[src/hw/rtl/histogram_median_filter_unit_defines.svh]
// ---------------------------------------------------------------------------
// histogram median filter assertion macros
// concurrent assertion shorthands shared by the filter rtl
// ---------------------------------------------------------------------------
`ifndef HISTOGRAM_MEDIAN_FILTER_UNIT_DEFINES_SVH
`define HISTOGRAM_MEDIAN_FILTER_UNIT_DEFINES_SVH

`ifndef ASSERT_OFF

// condition holds at every clock edge outside reset
`define HMF_ASSERT_ALWAYS(label, clk, rst_n, cond) \
    label: assert property (@(posedge clk) disable iff (!rst_n) (cond)) \
        else $error("hmf assertion failed");

// consequent holds in the same cycle as the antecedent
`define HMF_ASSERT_IMPLY(label, clk, rst_n, ante, cons) \
    label: assert property (@(posedge clk) disable iff (!rst_n) (ante) |-> (cons)) \
        else $error("hmf assertion failed");

// consequent holds in the cycle after the antecedent
`define HMF_ASSERT_NEXT(label, clk, rst_n, ante, cons) \
    label: assert property (@(posedge clk) disable iff (!rst_n) (ante) |=> (cons)) \
        else $error("hmf assertion failed");

`else

`define HMF_ASSERT_ALWAYS(label, clk, rst_n, cond)
`define HMF_ASSERT_IMPLY(label, clk, rst_n, ante, cons)
`define HMF_ASSERT_NEXT(label, clk, rst_n, ante, cons)

`endif

`endif

[src/hw/rtl/hmf_ram.sv]
// ---------------------------------------------------------------------------
// hmf_ram
// generic simple dual port ram, one write and one registered read port
// ---------------------------------------------------------------------------
module hmf_ram #(
    parameter int WIDTH = 8,
    parameter int DEPTH = 256
) (
    input  logic                     i_clk,
    input  logic                     i_we,
    input  logic [$clog2(DEPTH)-1:0] i_waddr,
    input  logic [WIDTH-1:0]         i_wdata,
    input  logic [$clog2(DEPTH)-1:0] i_raddr,
    output logic [WIDTH-1:0]         o_rdata
);

    logic [WIDTH-1:0] r_mem [DEPTH];
    logic [WIDTH-1:0] r_rdata;

    // read returns the old contents on a same-address write
    always_ff @(posedge i_clk) begin
        if (i_we) begin
            r_mem[i_waddr] <= i_wdata;
        end
        r_rdata <= r_mem[i_raddr];
    end

    assign o_rdata = r_rdata;

endmodule

[config.mk]
export PLATFORM = sky130hd
export DESIGN_NAME = hmf_ram
export DESIGN_NICKNAME = d
export VERILOG_FILES = /design/src/hw/rtl/histogram_median_filter_unit_defines.svh /design/src/hw/rtl/hmf_ram.sv
export SDC_FILE = /design/constraint.sdc
export NUM_CORES = 2
export LEC_CHECK = 0
export BUFFER_PORTS_ARGS = -buffer_cell sky130_fd_sc_hd__buf_2
export CORE_MARGIN = 2
export CORE_UTILIZATION = 57
export DETAILED_ROUTE_END_ITERATION = 6
export PLACE_DENSITY = 0.76
export SYNTH_ARGS = -nofsm -noshare
export SYNTH_HDL_FRONTEND = slang
export SYNTH_SLANG_ARGS = --single-unit
[constraint.sdc]
create_clock -name i_clk -period 1.9 [get_ports i_clk]
set_input_delay 0.095 -clock i_clk [delete_from_list [all_inputs] [get_ports i_clk]]
set_output_delay 0.095 -clock i_clk [all_outputs]
set_load 0.02 [all_outputs]
==> qor.yml <==
outcome: "finished with violations"
violations: "setup timing"
hold_viol: 0
fin_nets: 4468
tightest_slew_ps: 852.6
dieArea_mm2: 0.1426
max_freq_ghz: 0.4449
worst_ep_required_time_ps: 2630
arrival_ps: 2980
p_leak_nw: 30.61
sw_frac_of_total_pct: 21.50
grt_overflow: 0
holdWs_ps: 103.0
synth_top_cell_area_share_pct: 77.30
drv_cap: 0
ys_seq_elements: 2056
yosysTopAreaCell: "edfxtp_1"
port_buffers: 33
ys.flop_type: "edfxtp_1"
clockBufferDepth: 3
wl_per_cell_um: 31.76
layout_setup_ws_ps: -347.9
clk_latency_ps: 840
critical_path.max_fanout: 1
yosysSeqAreaShare_pct: 77.50
rr_startpoint: "r_mem[140][4]"
powerDensity_mw_per_mm2: 998.4
power.share.clock_pct: 40.7
path_cells: "mux4_2 > mux4_2 > nor2_1 > a2111oi_4 > nor3_1 > buf_4 > nor4_1"
start_util_pct: 57.23
dp_cells: 6112
r2r_end: "o_rdata[4]"
synth-async-reset-ratio_pct: 0
htreeDepth: 4
grt_first_pass_wirelength_um: 296600
drcViolationCount: 0
power.internal_mw: 73.68
final_cells: 6481
reg2regPathDepth: 7
synthTopCellsByArea: "edfxtp_1 (77%), mux4_2 (13%), mux2i_1 (1.7%), nor2_1 (1.3%), a22oi_1 (1.3%)"
core-area_mm2: 0.1390
syn_nets: 3759
cts_sinks: 2056
min_period_ps: 2248
diodes: 0
io_pins: 34
yosysWarnings: 0
synth_area_mm2: 0.07956
ir_worst_vdd_v: 0.001201
grt_antenna_before_repair: 8
num_rows: 137
end_kind: "flip-flop"
worstSetupStartpointType: "flip-flop"
cts_tree: "yes"
dr.first_iter.drc_count: 6737
cts_setup_buffers: 0
cts_root_buf: "clkbuf_16"
viasPerCell: 6.642
synthTopCellsByCount: "edfxtp_1 (2048), mux4_2 (454), nor2_1 (282)"
min-delay-start: "i_we"
synth_cell_types: 55
max_slew_margin_pct: 43.16
grt_pass1_vias: 42720
setup_viol_count_final: 8
fp.dieH_um: 377.6
grt_max_degree: 92
die_w_um: 377.6
synth_cells: 3733
setup_tns_ps: -2354
skew_ps: 32.38
gp_congestion: 0.8871
hold_path_class: "in -> reg"
synth_edf_count: 2048
wl_um: 205800
final_antenna_net_count: 0
first_pass_iters: 6
numCtsBuffers: 194
critPathKind: "reg -> reg"
synth.most_common_cell: "edfxtp_1"
rsz0062_at_grt: "true"
area_growth_syn_to_layout_pct: 18.18
p_sw_mw: 20.19
hpwlAfterDp_um: 126900
cp_top_family: "multiplexers"
avgSynthCellArea_um2: 21.31
slowest_delay_ps: 510
total_power_mw: 93.87
gr-usage-all-layers_pct: 29.17
reg2reg_slack_ps: -350
crit_buf_inv: 1
finalMaxSlewViolations: 0
fin_crit_sh_pct: 118.3
holdPathStages: 4
holdPathEnd: "r_mem[233][6]"
seq_power_share_pct: 53.4
p_comb_share_pct: 5.9
cpMaxStageDelayCell: "mux4_2"
clk_pin_slew_ps: 60
vias: 43040
path_common_cell: "mux4_2"
drive_above_1_share_pct: 33.40
-- worst register-to-register path, stage by stage (launching register included) --
cell	delay, ps
edfxtp_1	390
mux4_2	470
mux4_2	510
nor2_1	270
a2111oi_4	110
nor3_1	180
buf_4	170
nor4_1	60
-- layer usage --
layer / global-route usage [%] / part of all wire [%] / vias up
li1: - / - / 17120
met4: 10.88 / 3.9 / 10
met2: 45.81 / 48 / 3325
met3: 7.353 / 12 / 498
met5: 0 / 0.028 / -
met1: 40.03 / 36 / 22100
-- flip-flops by register name, summed over array words and instances (netlist names) --
| signal | count |
|---|---|
| o_rdata | 8 |
| r_mem | 2048 |
-- power groups by stage --
stage / Combinational [mW] / Clock [mW] / Sequential (mW)
3_3_place_gp: 5.11 / 0 / 51.1
4_1_cts: 5.39 / 38.6 / 50.1
6_report: 5.52 / 38.2 / 50.1
3_5_place_dp: 5.22 / 0 / 51.1
2_1_floorplan: 2.50 / 0 / 51.0
5_1_grt: 5.72 / 40.1 / 50.1
-- worst max path at each step --
stage	start	endpoint	slack (ps)	cells after the start
final	r_mem[140][4]	o_rdata[4]	-350	7
after global routing	r_mem[130][4]	o_rdata[4]	-400	7
after CTS	r_mem[211][5]	o_rdata[5]	-400	7
after detailed placement	i_raddr[0]	o_rdata[7]	-1040	10
after global placement	i_raddr[0]	o_rdata[7]	-1000	10
after floorplan	i_raddr[0]	o_rdata[0]	-10	9
-- stage by stage --
stage	area [um2]	util, %	setup slack, ps
after floorplan	79840	-	-13.83
after global placement	87250	62.77	-1003
after detailed placement	87250	62.77	-1044
after CTS	93860	67.52	-402.9
after global routing	94020	67.63	-404.8
final	94020	67.63	-347.9
-- layout by cell type (no fill, tap or decap), types with 7 or more instances in the layout --
master and n:
clkbuf_8 10, a221oi_1 7, dfxtp_1 8, clkinv_2 35, clkinvlp_4 7, nor4_1 12, nand3_1 34, nand4_1 10
nand2_1 33, mux4_2 455, nand2b_1 8, a21oi_1 95, a211oi_1 10, o21ai_0 10, dlygate4sd3_1 11, clkbuf_16 195
mux2i_1 134, clkinv_1 47, nor2b_1 24, nor3_1 14, nor2_1 275, buf_4 608, o221ai_1 46, buf_2 22
bufinv_16 18, o211ai_1 10, nor4_2 12, clkbuf_1 39, buf_12 95, a22oi_1 129, edfxtp_1 2048, o22ai_1 28
-- final cells by class --
cell class,instances,area [um2]
Clock buffer,236,5054
Clock inverter,123,1204
Fill cell,8161,45000
Inverter,2,7.507
Multi-Input combinational cell,1442,16920
Sequential cell,2056,61660
Tap cell,1876,2347
Timing Repair Buffer,746,6827
-- timing repair --
item | in CTS | in global routing
setup endpoints to repair | 8 | 8
resized for setup | 42 | 28
hold buffers | 11 | 0
cloned | 0 | 0
pin swaps | 18 | 13
endpoints found under the hold margin | 570 | 0
-- cells by family after synthesis --
kind of cell / share of synthesized area [%]
AOI/OAI and AO/OA: 3.419
muxes: 14.62
DFF: 77.50
and+or+nand+nor: 2.628
buffers and inverters: 1.831
No activity file was read; power rests on OpenSTA's default activity.
