===== src/hw/rtl/histogram_median_filter_unit_defines.svh =====
// ---------------------------------------------------------------------------
// histogram median filter assertion macros
// concurrent assertion shorthands shared by the filter rtl
// ---------------------------------------------------------------------------
`ifndef HISTOGRAM_MEDIAN_FILTER_UNIT_DEFINES_SVH
`define HISTOGRAM_MEDIAN_FILTER_UNIT_DEFINES_SVH

`ifndef ASSERT_OFF

// condition holds at every clock edge outside reset
`define HMF_ASSERT_ALWAYS(label, clk, rst_n, cond) \
    label: assert property (@(posedge clk) disable iff (!rst_n) (cond)) \
        else $error("hmf assertion failed");

// consequent holds in the same cycle as the antecedent
`define HMF_ASSERT_IMPLY(label, clk, rst_n, ante, cons) \
    label: assert property (@(posedge clk) disable iff (!rst_n) (ante) |-> (cons)) \
        else $error("hmf assertion failed");

// consequent holds in the cycle after the antecedent
`define HMF_ASSERT_NEXT(label, clk, rst_n, ante, cons) \
    label: assert property (@(posedge clk) disable iff (!rst_n) (ante) |=> (cons)) \
        else $error("hmf assertion failed");

`else

`define HMF_ASSERT_ALWAYS(label, clk, rst_n, cond)
`define HMF_ASSERT_IMPLY(label, clk, rst_n, ante, cons)
`define HMF_ASSERT_NEXT(label, clk, rst_n, ante, cons)

`endif

`endif


===== src/hw/rtl/hmf_pkg.sv =====
// ---------------------------------------------------------------------------
// hmf_pkg
// shared types, widths and codes of the histogram median filter
// ---------------------------------------------------------------------------
package hmf_pkg;

    localparam int GRAY_LEVELS = 256;
    localparam int GRAY_W      = 8;
    localparam int MASK_W      = 4;
    localparam int IMG_COL_W   = 11;
    localparam int ROW_W       = 12;
    localparam int CFG_IDX_W   = 2;
    localparam int CFG_DATA_W  = 12;

    localparam logic [GRAY_W-1:0] GRAY_LAST = GRAY_W'(GRAY_LEVELS - 1);

    // register indexes of the configuration port
    localparam logic [CFG_IDX_W-1:0] CFG_MASK_WIDTH   = 2'd0;
    localparam logic [CFG_IDX_W-1:0] CFG_MASK_HEIGHT  = 2'd1;
    localparam logic [CFG_IDX_W-1:0] CFG_IMAGE_WIDTH  = 2'd2;
    localparam logic [CFG_IDX_W-1:0] CFG_IMAGE_HEIGHT = 2'd3;

    // commands from the sequencer to the histogram unit
    typedef struct packed {
        logic              start;  // new window: drop forwarding, clear scan sum
        logic              inc;    // count one pixel into bin addr
        logic              scan;   // read bin addr into the running sum, zero it
        logic              clr;    // zero bin addr
        logic [GRAY_W-1:0] addr;
    } t_hist_ctl;

    typedef struct packed {
        logic              found;
        logic [GRAY_W-1:0] level;
    } t_hist_stat;

    // even sizes go up by one, then clip to the largest odd size allowed
    function automatic logic [MASK_W-1:0] eff_mask(input logic [MASK_W-1:0] m,
                                                   input logic [MASK_W-1:0] lim);
        logic [MASK_W-1:0] v;
        v = m[0] ? m : m + MASK_W'(1);
        if (v > lim) begin
            v = lim;
        end
        return v;
    endfunction

endpackage


===== src/hw/rtl/hmf_ram.sv =====
// ---------------------------------------------------------------------------
// hmf_ram
// generic simple dual port ram, one write and one registered read port
// ---------------------------------------------------------------------------
module hmf_ram #(
    parameter int WIDTH = 8,
    parameter int DEPTH = 256
) (
    input  logic                     i_clk,
    input  logic                     i_we,
    input  logic [$clog2(DEPTH)-1:0] i_waddr,
    input  logic [WIDTH-1:0]         i_wdata,
    input  logic [$clog2(DEPTH)-1:0] i_raddr,
    output logic [WIDTH-1:0]         o_rdata
);

    logic [WIDTH-1:0] r_mem [DEPTH];
    logic [WIDTH-1:0] r_rdata;

    // read returns the old contents on a same-address write
    always_ff @(posedge i_clk) begin
        if (i_we) begin
            r_mem[i_waddr] <= i_wdata;
        end
        r_rdata <= r_mem[i_raddr];
    end

    assign o_rdata = r_rdata;

endmodule


===== src/hw/rtl/hmf_hist.sv =====
// ---------------------------------------------------------------------------
// hmf_hist
// 256-bin histogram with read-modify-write counting and a median scan
// ---------------------------------------------------------------------------
module hmf_hist #(
    parameter int MAX_MASK = 9
) (
    input  logic                                     i_clk,
    input  logic                                     i_rst_n,
    input  hmf_pkg::t_hist_ctl                       i_ctl,
    input  logic [$clog2(MAX_MASK*MAX_MASK+1)-1:0]   i_need,
    output hmf_pkg::t_hist_stat                      o_stat
);
    import hmf_pkg::*;

    localparam int HCW = $clog2(MAX_MASK * MAX_MASK + 1);

    logic              ram_we;
    logic [GRAY_W-1:0] ram_waddr;
    logic [HCW-1:0]    ram_wdata;
    logic [HCW-1:0]    ram_q;

    logic              r_p2_vld;
    logic [GRAY_W-1:0] r_p2_addr;
    logic              r_last_vld;
    logic [GRAY_W-1:0] r_last_addr;
    logic [HCW-1:0]    r_last_val;
    logic [HCW-1:0]    inc_base;
    logic [HCW-1:0]    inc_val;

    logic              r_sc_vld;
    logic [GRAY_W-1:0] r_sc_addr;
    logic [HCW-1:0]    r_acc;
    logic [HCW-1:0]    sum;
    logic              r_found;
    logic [GRAY_W-1:0] r_level;

    hmf_ram #(
        .WIDTH(HCW),
        .DEPTH(GRAY_LEVELS)
    ) u_bins (
        .i_clk  (i_clk),
        .i_we   (ram_we),
        .i_waddr(ram_waddr),
        .i_wdata(ram_wdata),
        .i_raddr(i_ctl.addr),
        .o_rdata(ram_q)
    );

    // the previous write has not reached the read data yet
    assign inc_base = (r_last_vld && (r_last_addr == r_p2_addr)) ? r_last_val : ram_q;
    assign inc_val  = inc_base + HCW'(1);
    assign sum      = r_acc + ram_q;

    always_comb begin
        ram_we    = 1'b0;
        ram_waddr = i_ctl.addr;
        ram_wdata = '0;
        if (i_ctl.scan || i_ctl.clr) begin
            ram_we = 1'b1;
        end else if (r_p2_vld) begin
            ram_we    = 1'b1;
            ram_waddr = r_p2_addr;
            ram_wdata = inc_val;
        end
    end

    always_ff @(posedge i_clk) begin
        if (!i_rst_n) begin
            r_p2_vld   <= 1'b0;
            r_sc_vld   <= 1'b0;
            r_last_vld <= 1'b0;
            r_found    <= 1'b0;
            r_acc      <= '0;
        end else begin
            r_p2_vld <= i_ctl.inc;
            r_sc_vld <= i_ctl.scan;
            if (i_ctl.start) begin
                r_last_vld <= 1'b0;
                r_found    <= 1'b0;
                r_acc      <= '0;
            end else begin
                if (r_p2_vld) begin
                    r_last_vld <= 1'b1;
                end
                if (r_sc_vld) begin
                    r_acc <= sum;
                    if (!r_found && (sum >= i_need)) begin
                        r_found <= 1'b1;
                    end
                end
            end
        end
    end

    always_ff @(posedge i_clk) begin
        r_p2_addr <= i_ctl.addr;
        r_sc_addr <= i_ctl.addr;
        if (r_p2_vld) begin
            r_last_addr <= r_p2_addr;
            r_last_val  <= inc_val;
        end
        if (r_sc_vld && !r_found && (sum >= i_need)) begin
            r_level <= r_sc_addr;
        end
    end

    assign o_stat.found = r_found;
    assign o_stat.level = r_level;

endmodule


===== config.mk =====
export PLATFORM = sky130hd
export DESIGN_NAME = hmf_hist
export DESIGN_NICKNAME = d
export VERILOG_FILES = /design/src/hw/rtl/histogram_median_filter_unit_defines.svh /design/src/hw/rtl/hmf_pkg.sv /design/src/hw/rtl/hmf_ram.sv /design/src/hw/rtl/hmf_hist.sv
export SDC_FILE = /design/constraint.sdc
export NUM_CORES = 2
export LEC_CHECK = 0
export BUFFER_PORTS_ARGS = -buffer_cell sky130_fd_sc_hd__buf_4
export CORE_MARGIN = 2
export CORE_UTILIZATION = 57
export CTS_CLUSTER_DIAMETER = 80
export DETAILED_ROUTE_END_ITERATION = 10
export PLACE_DENSITY = 0.73
export RECOVER_POWER = 25
export SLEW_MARGIN = 25
export SYNTH_ARGS = -nofsm -noshare
export SYNTH_HDL_FRONTEND = slang
export SYNTH_SLANG_ARGS = --single-unit

===== constraint.sdc =====
create_clock -name i_clk -period 13.3 [get_ports i_clk]
set_clock_uncertainty 0.05 [all_clocks]
set_input_delay 1.995 -clock i_clk [delete_from_list [all_inputs] [get_ports i_clk]]
set_output_delay 1.995 -clock i_clk [all_outputs]
set_load 0.005 [all_outputs]

==> summary.md <==
| Metric | Value |
|---|---|
| Mapped Area | 71700 sq um |
| Switch share | 21.2% |
| Gate power share | 4.8% |
| Layout cell share with drive strength beyond 1 | 20.5% |
| Top cell type's share of synthesized area | 76.0% |
| Clock power share | 40.0% |
| Pin count of the biggest net entering global routing | 106 |
| Post-layout min period | 8.79 ns |
| Sink Count | 1841 |
| Relative slew slack | -231% |
| Power Density | 147 nW/um^2 |
| Critical path's slowest cell | clkbuf_1 |
| RSZ-0062 raised after global routing | no |
| Sw Pwr | 2.45 mW |
| Synth Instances | 3468 |
| Peak Freq | 0.114 GHz |
| Worst path arrival time | 8.81 ns |
| Transition time of the tightest slew-check pin | 4.96 ns |
| Worst Path Required | 13.31 ns |
| Crit Reg-Reg Endpoint | u_bins.r_mem[239][3]$_DFFE_PP_ |
| Placed Cells incl. Taps | 5016 |
| Synth top area cells | edfxtp_1 76%, mux4_2 13%, mux2i_1 1.6% |
| Leakage | 25.0 nW |
| Reg2reg setup slack | 4.51 ns |
| Antenna diode count | 0 |
| DP Area | 73600 sq um |
| P_int | 9.10 mW |
| Finished Layout Cells | 5333 |
| Die area | 129000 sq um |
| Die height | 359 microns |
| Num rows | 130 |
| Failing checks | capacitance limit, slew limit |
| Seq/Total Area, Yosys | 76.7% |
| Cts hold-fix bufs | 0 |
| CP Max Fanout | 80 |
| DRC errors left | 0 |
| Sequential power share | 55.2% |
| Reg2reg path depth | 9 |
| Final GP Congestion | 0.891 |
| Synth async-reset ratio | 0% |
| Clock tree buffer depth | 3 |
| Type of the most critical hold path | reg -> reg |
| Flops & latches, synth | 1841 |
| Clk root buf | clkbuf_16 |
| CTS buffer count | 176 |
| Via-per-instance ratio | 6.68 |
| Post-synth EDFFs | 1815 |
| Final hold violation count | 0 |
| Max incr delay on CP | 2.63 ns |
| Vias in the first global route | 35400 |
| Hold Worst Slack | 0.433 ns |
| Postcts setup bufs | 0 |
| Maximum Capacitance Violations | 21 |
| Final period utilization | 66.1% |
| Worst VDD drop | 0.134 mV |
| Worst min-delay path endpoint | r_last_vld$_SDFFE_PP0P_ |
| Leading area contributor after synthesis | edfxtp_1 |
| CP Class | reg -> reg |
| Critical path launch point type | register |
| Netlist cell types | 60 |
| Placeable Area | 125000 sq um |
| Initial DRC count | 5126 |
| Ys Warns | 0 |
| Detailed Place HPWL | 102000 microns |
| Status | complete, but fails checks |
| Reg2Reg Launch Point | r_sc_addr[0]$_DFF_P_ |
| Htree depth | 4 |
| Avg Inst Size Synth | 20.7 sq um |
| # setup viols final | 0 |
| Initial antenna violation count | 5 |
| WL/cell | 31.7 microns |
| GRT Overall Usage | 26.7% |
| Final wirelength | 169000 microns |
| Syn Nets | 3504 |
| Boundary Pins | 30 |
| Post-Route Setup TNS | 0 ns |
| DR pass1 iterations | 8 |
| Congestion Overflow GR | 0 |
| Global-route wire length before repair | 246000 microns |
| Antenna-violating nets left | 0 |
| IO buf count | 29 |
| Worst-Skew Late Latency | 0.80 ns |
| Worst-path clk slew | 0.06 ns |
| CTS tree | yes |
| CP cell instances | xnor2_1, nand4_1, nor3_1, mux2_1, inv_1, nor3_1, xnor2_1, and2_0, clkbuf_1 |
| Initial Util | 57.3% |
| Hold_sp | r_last_vld$_SDFFE_PP0P_ |
| Final Max Slew Viols | 1072 |
| Die W | 359 microns |
| Area growth, synth to finish | 9.85% |
| Worst setup EP type | register |
| Cts repair resizes | 0 |
| Hold Path Stages | 2 |
| Cell area after layout | 78800 sq um |
| Total power | 11.5 mW |
| Vias | 35600 |
| Final #Nets | 3580 |
| Synth Flop Type | edfxtp_1 |
-- per-stage QoR --
step           setup slack (ns)  util, %
3_3_place_gp               6.58     58.8
4_1_cts                    7.32     63.0
5_1_grt                    3.84     62.9
2_1_floorplan              3.53        -
6_report                   4.51     62.9
3_5_place_dp               6.50     58.8
-- routing by layer --
| layer | share of wire (%) | track usage, % | vias to the layer above |
|---|---|---|---|
| li1 | - | - | 14500 |
| met1 | 38 | 37.7 | 18700 |
| met2 | 48 | 41.8 | 2064 |
| met3 | 9.8 | 5.72 | 358 |
| met4 | 3.7 | 9.57 | 8 |
| met5 | 0.027 | 0 | - |
-- logic make-up (layout without fill, tap and decap cells) --
family          Yosys count  in the layout  synth area share, %
xor+xnor                 19             19                0.232
buf+inv                 216            431                 1.51
mux                     543            543                 15.0
flops                  1841           1841                 76.7
compound gates          321            321                 3.17
fa+ha+maj                15             15                0.272
simple gates            513            513                 3.15
-- cell usage after synthesis, drive strengths merged, types with 6 or more instances --
cell type	count
a22o	12
mux2i	113
o211ai	6
xnor2	15
a211oi	35
nand2	76
nor2b	20
nand3	52
o22ai	25
clkbuf	101
a22oi	101
buf	102
nor2	285
a21oi	42
mux2	8
inv	13
nor3	22
o21ai	30
edfxtp	1815
nand3b	12
nand2b	10
a221oi	14
ha	14
a311oi	6
and2	11
mux4	422
dfxtp	26
-- sequential cells by signal, indices dropped and copies added, names as in the netlist --
signal and flops:
r_level 8, r_sc_addr 8, r_acc 7, r_sc_vld 1, u_bins.o_rdata 7, r_last_vld 1, r_last_val 7, u_bins.r_mem 1792
r_last_addr 8, r_found 1, r_p2_vld 1
-- power groups by stage --
stage          sequential [mW]  combinational [mW]  clock, mW
2_1_floorplan             6.49               0.361          0
3_3_place_gp              6.50               0.542          0
3_5_place_dp              6.50               0.547          0
4_1_cts                   6.38               0.550       4.66
5_1_grt                   6.38               0.583       4.88
6_report                  6.38               0.553       4.62
-- critical path, delay by kind of cell, from the launching register on --
| kind | cells | cell delay [ns] |
|---|---|---|
| XOR/XNOR | 2 | 0.36 |
| AND/OR/NAND/NOR | 4 | 3.99 |
| buffers and inverters | 2 | 2.71 |
| multiplexers | 1 | 0.35 |
| flip-flops | 1 | 0.56 |
-- worst max-delay path by stage --
stage / endpoint / cells past startpoint / slack, ns / startpoint
3_3_place_gp: u_bins.o_rdata[1]$_DFF_P_ / 10 / 6.58 / i_ctl[0]
4_1_cts: u_bins.o_rdata[1]$_DFF_P_ / 9 / 7.32 / i_ctl[0]
3_5_place_dp: u_bins.o_rdata[1]$_DFF_P_ / 10 / 6.50 / i_ctl[0]
6_report: u_bins.r_mem[239][3]$_DFFE_PP_ / 9 / 4.51 / r_sc_addr[0]$_DFF_P_
2_1_floorplan: u_bins.r_mem[0][0]$_DFFE_PP_ / 4 / 3.53 / i_ctl[8]
5_1_grt: u_bins.r_mem[176][3]$_DFFE_PP_ / 9 / 3.84 / r_sc_addr[2]$_DFF_P_
-- cells in the final DEF, fill, tap and decap left out, drive strengths merged, types with 6 or more instances in the layout --
cell type	Yosys	routed
a211oi	35	35
a21oi	42	42
a221oi	14	14
a22o	12	12
a22oi	101	101
a311oi	6	6
and2	11	11
buf	102	73
clkbuf	101	245
clkinv	0	85
dfxtp	26	26
edfxtp	1815	1815
ha	14	14
inv	13	23
mux2	8	8
mux2i	113	113
mux4	422	422
nand2	76	76
nand2b	10	10
nand3	52	52
nand3b	12	12
nor2	285	285
nor2b	20	20
nor3	22	22
o211ai	6	6
o21ai	30	30
o22ai	25	25
xnor2	15	15
-- cell type report --
cell class / count / area, sq um
clock buffer: 217 / 4630
clock inverter: 100 / 623
fill: 8283 / 46500
inverter: 13 / 48.8
multi-input combinational: 1411 / 15700
sequential: 1841 / 55000
tap: 1650 / 2060
timing repair buffer: 101 / 747
No activity file was read; power rests on OpenSTA's default activity.
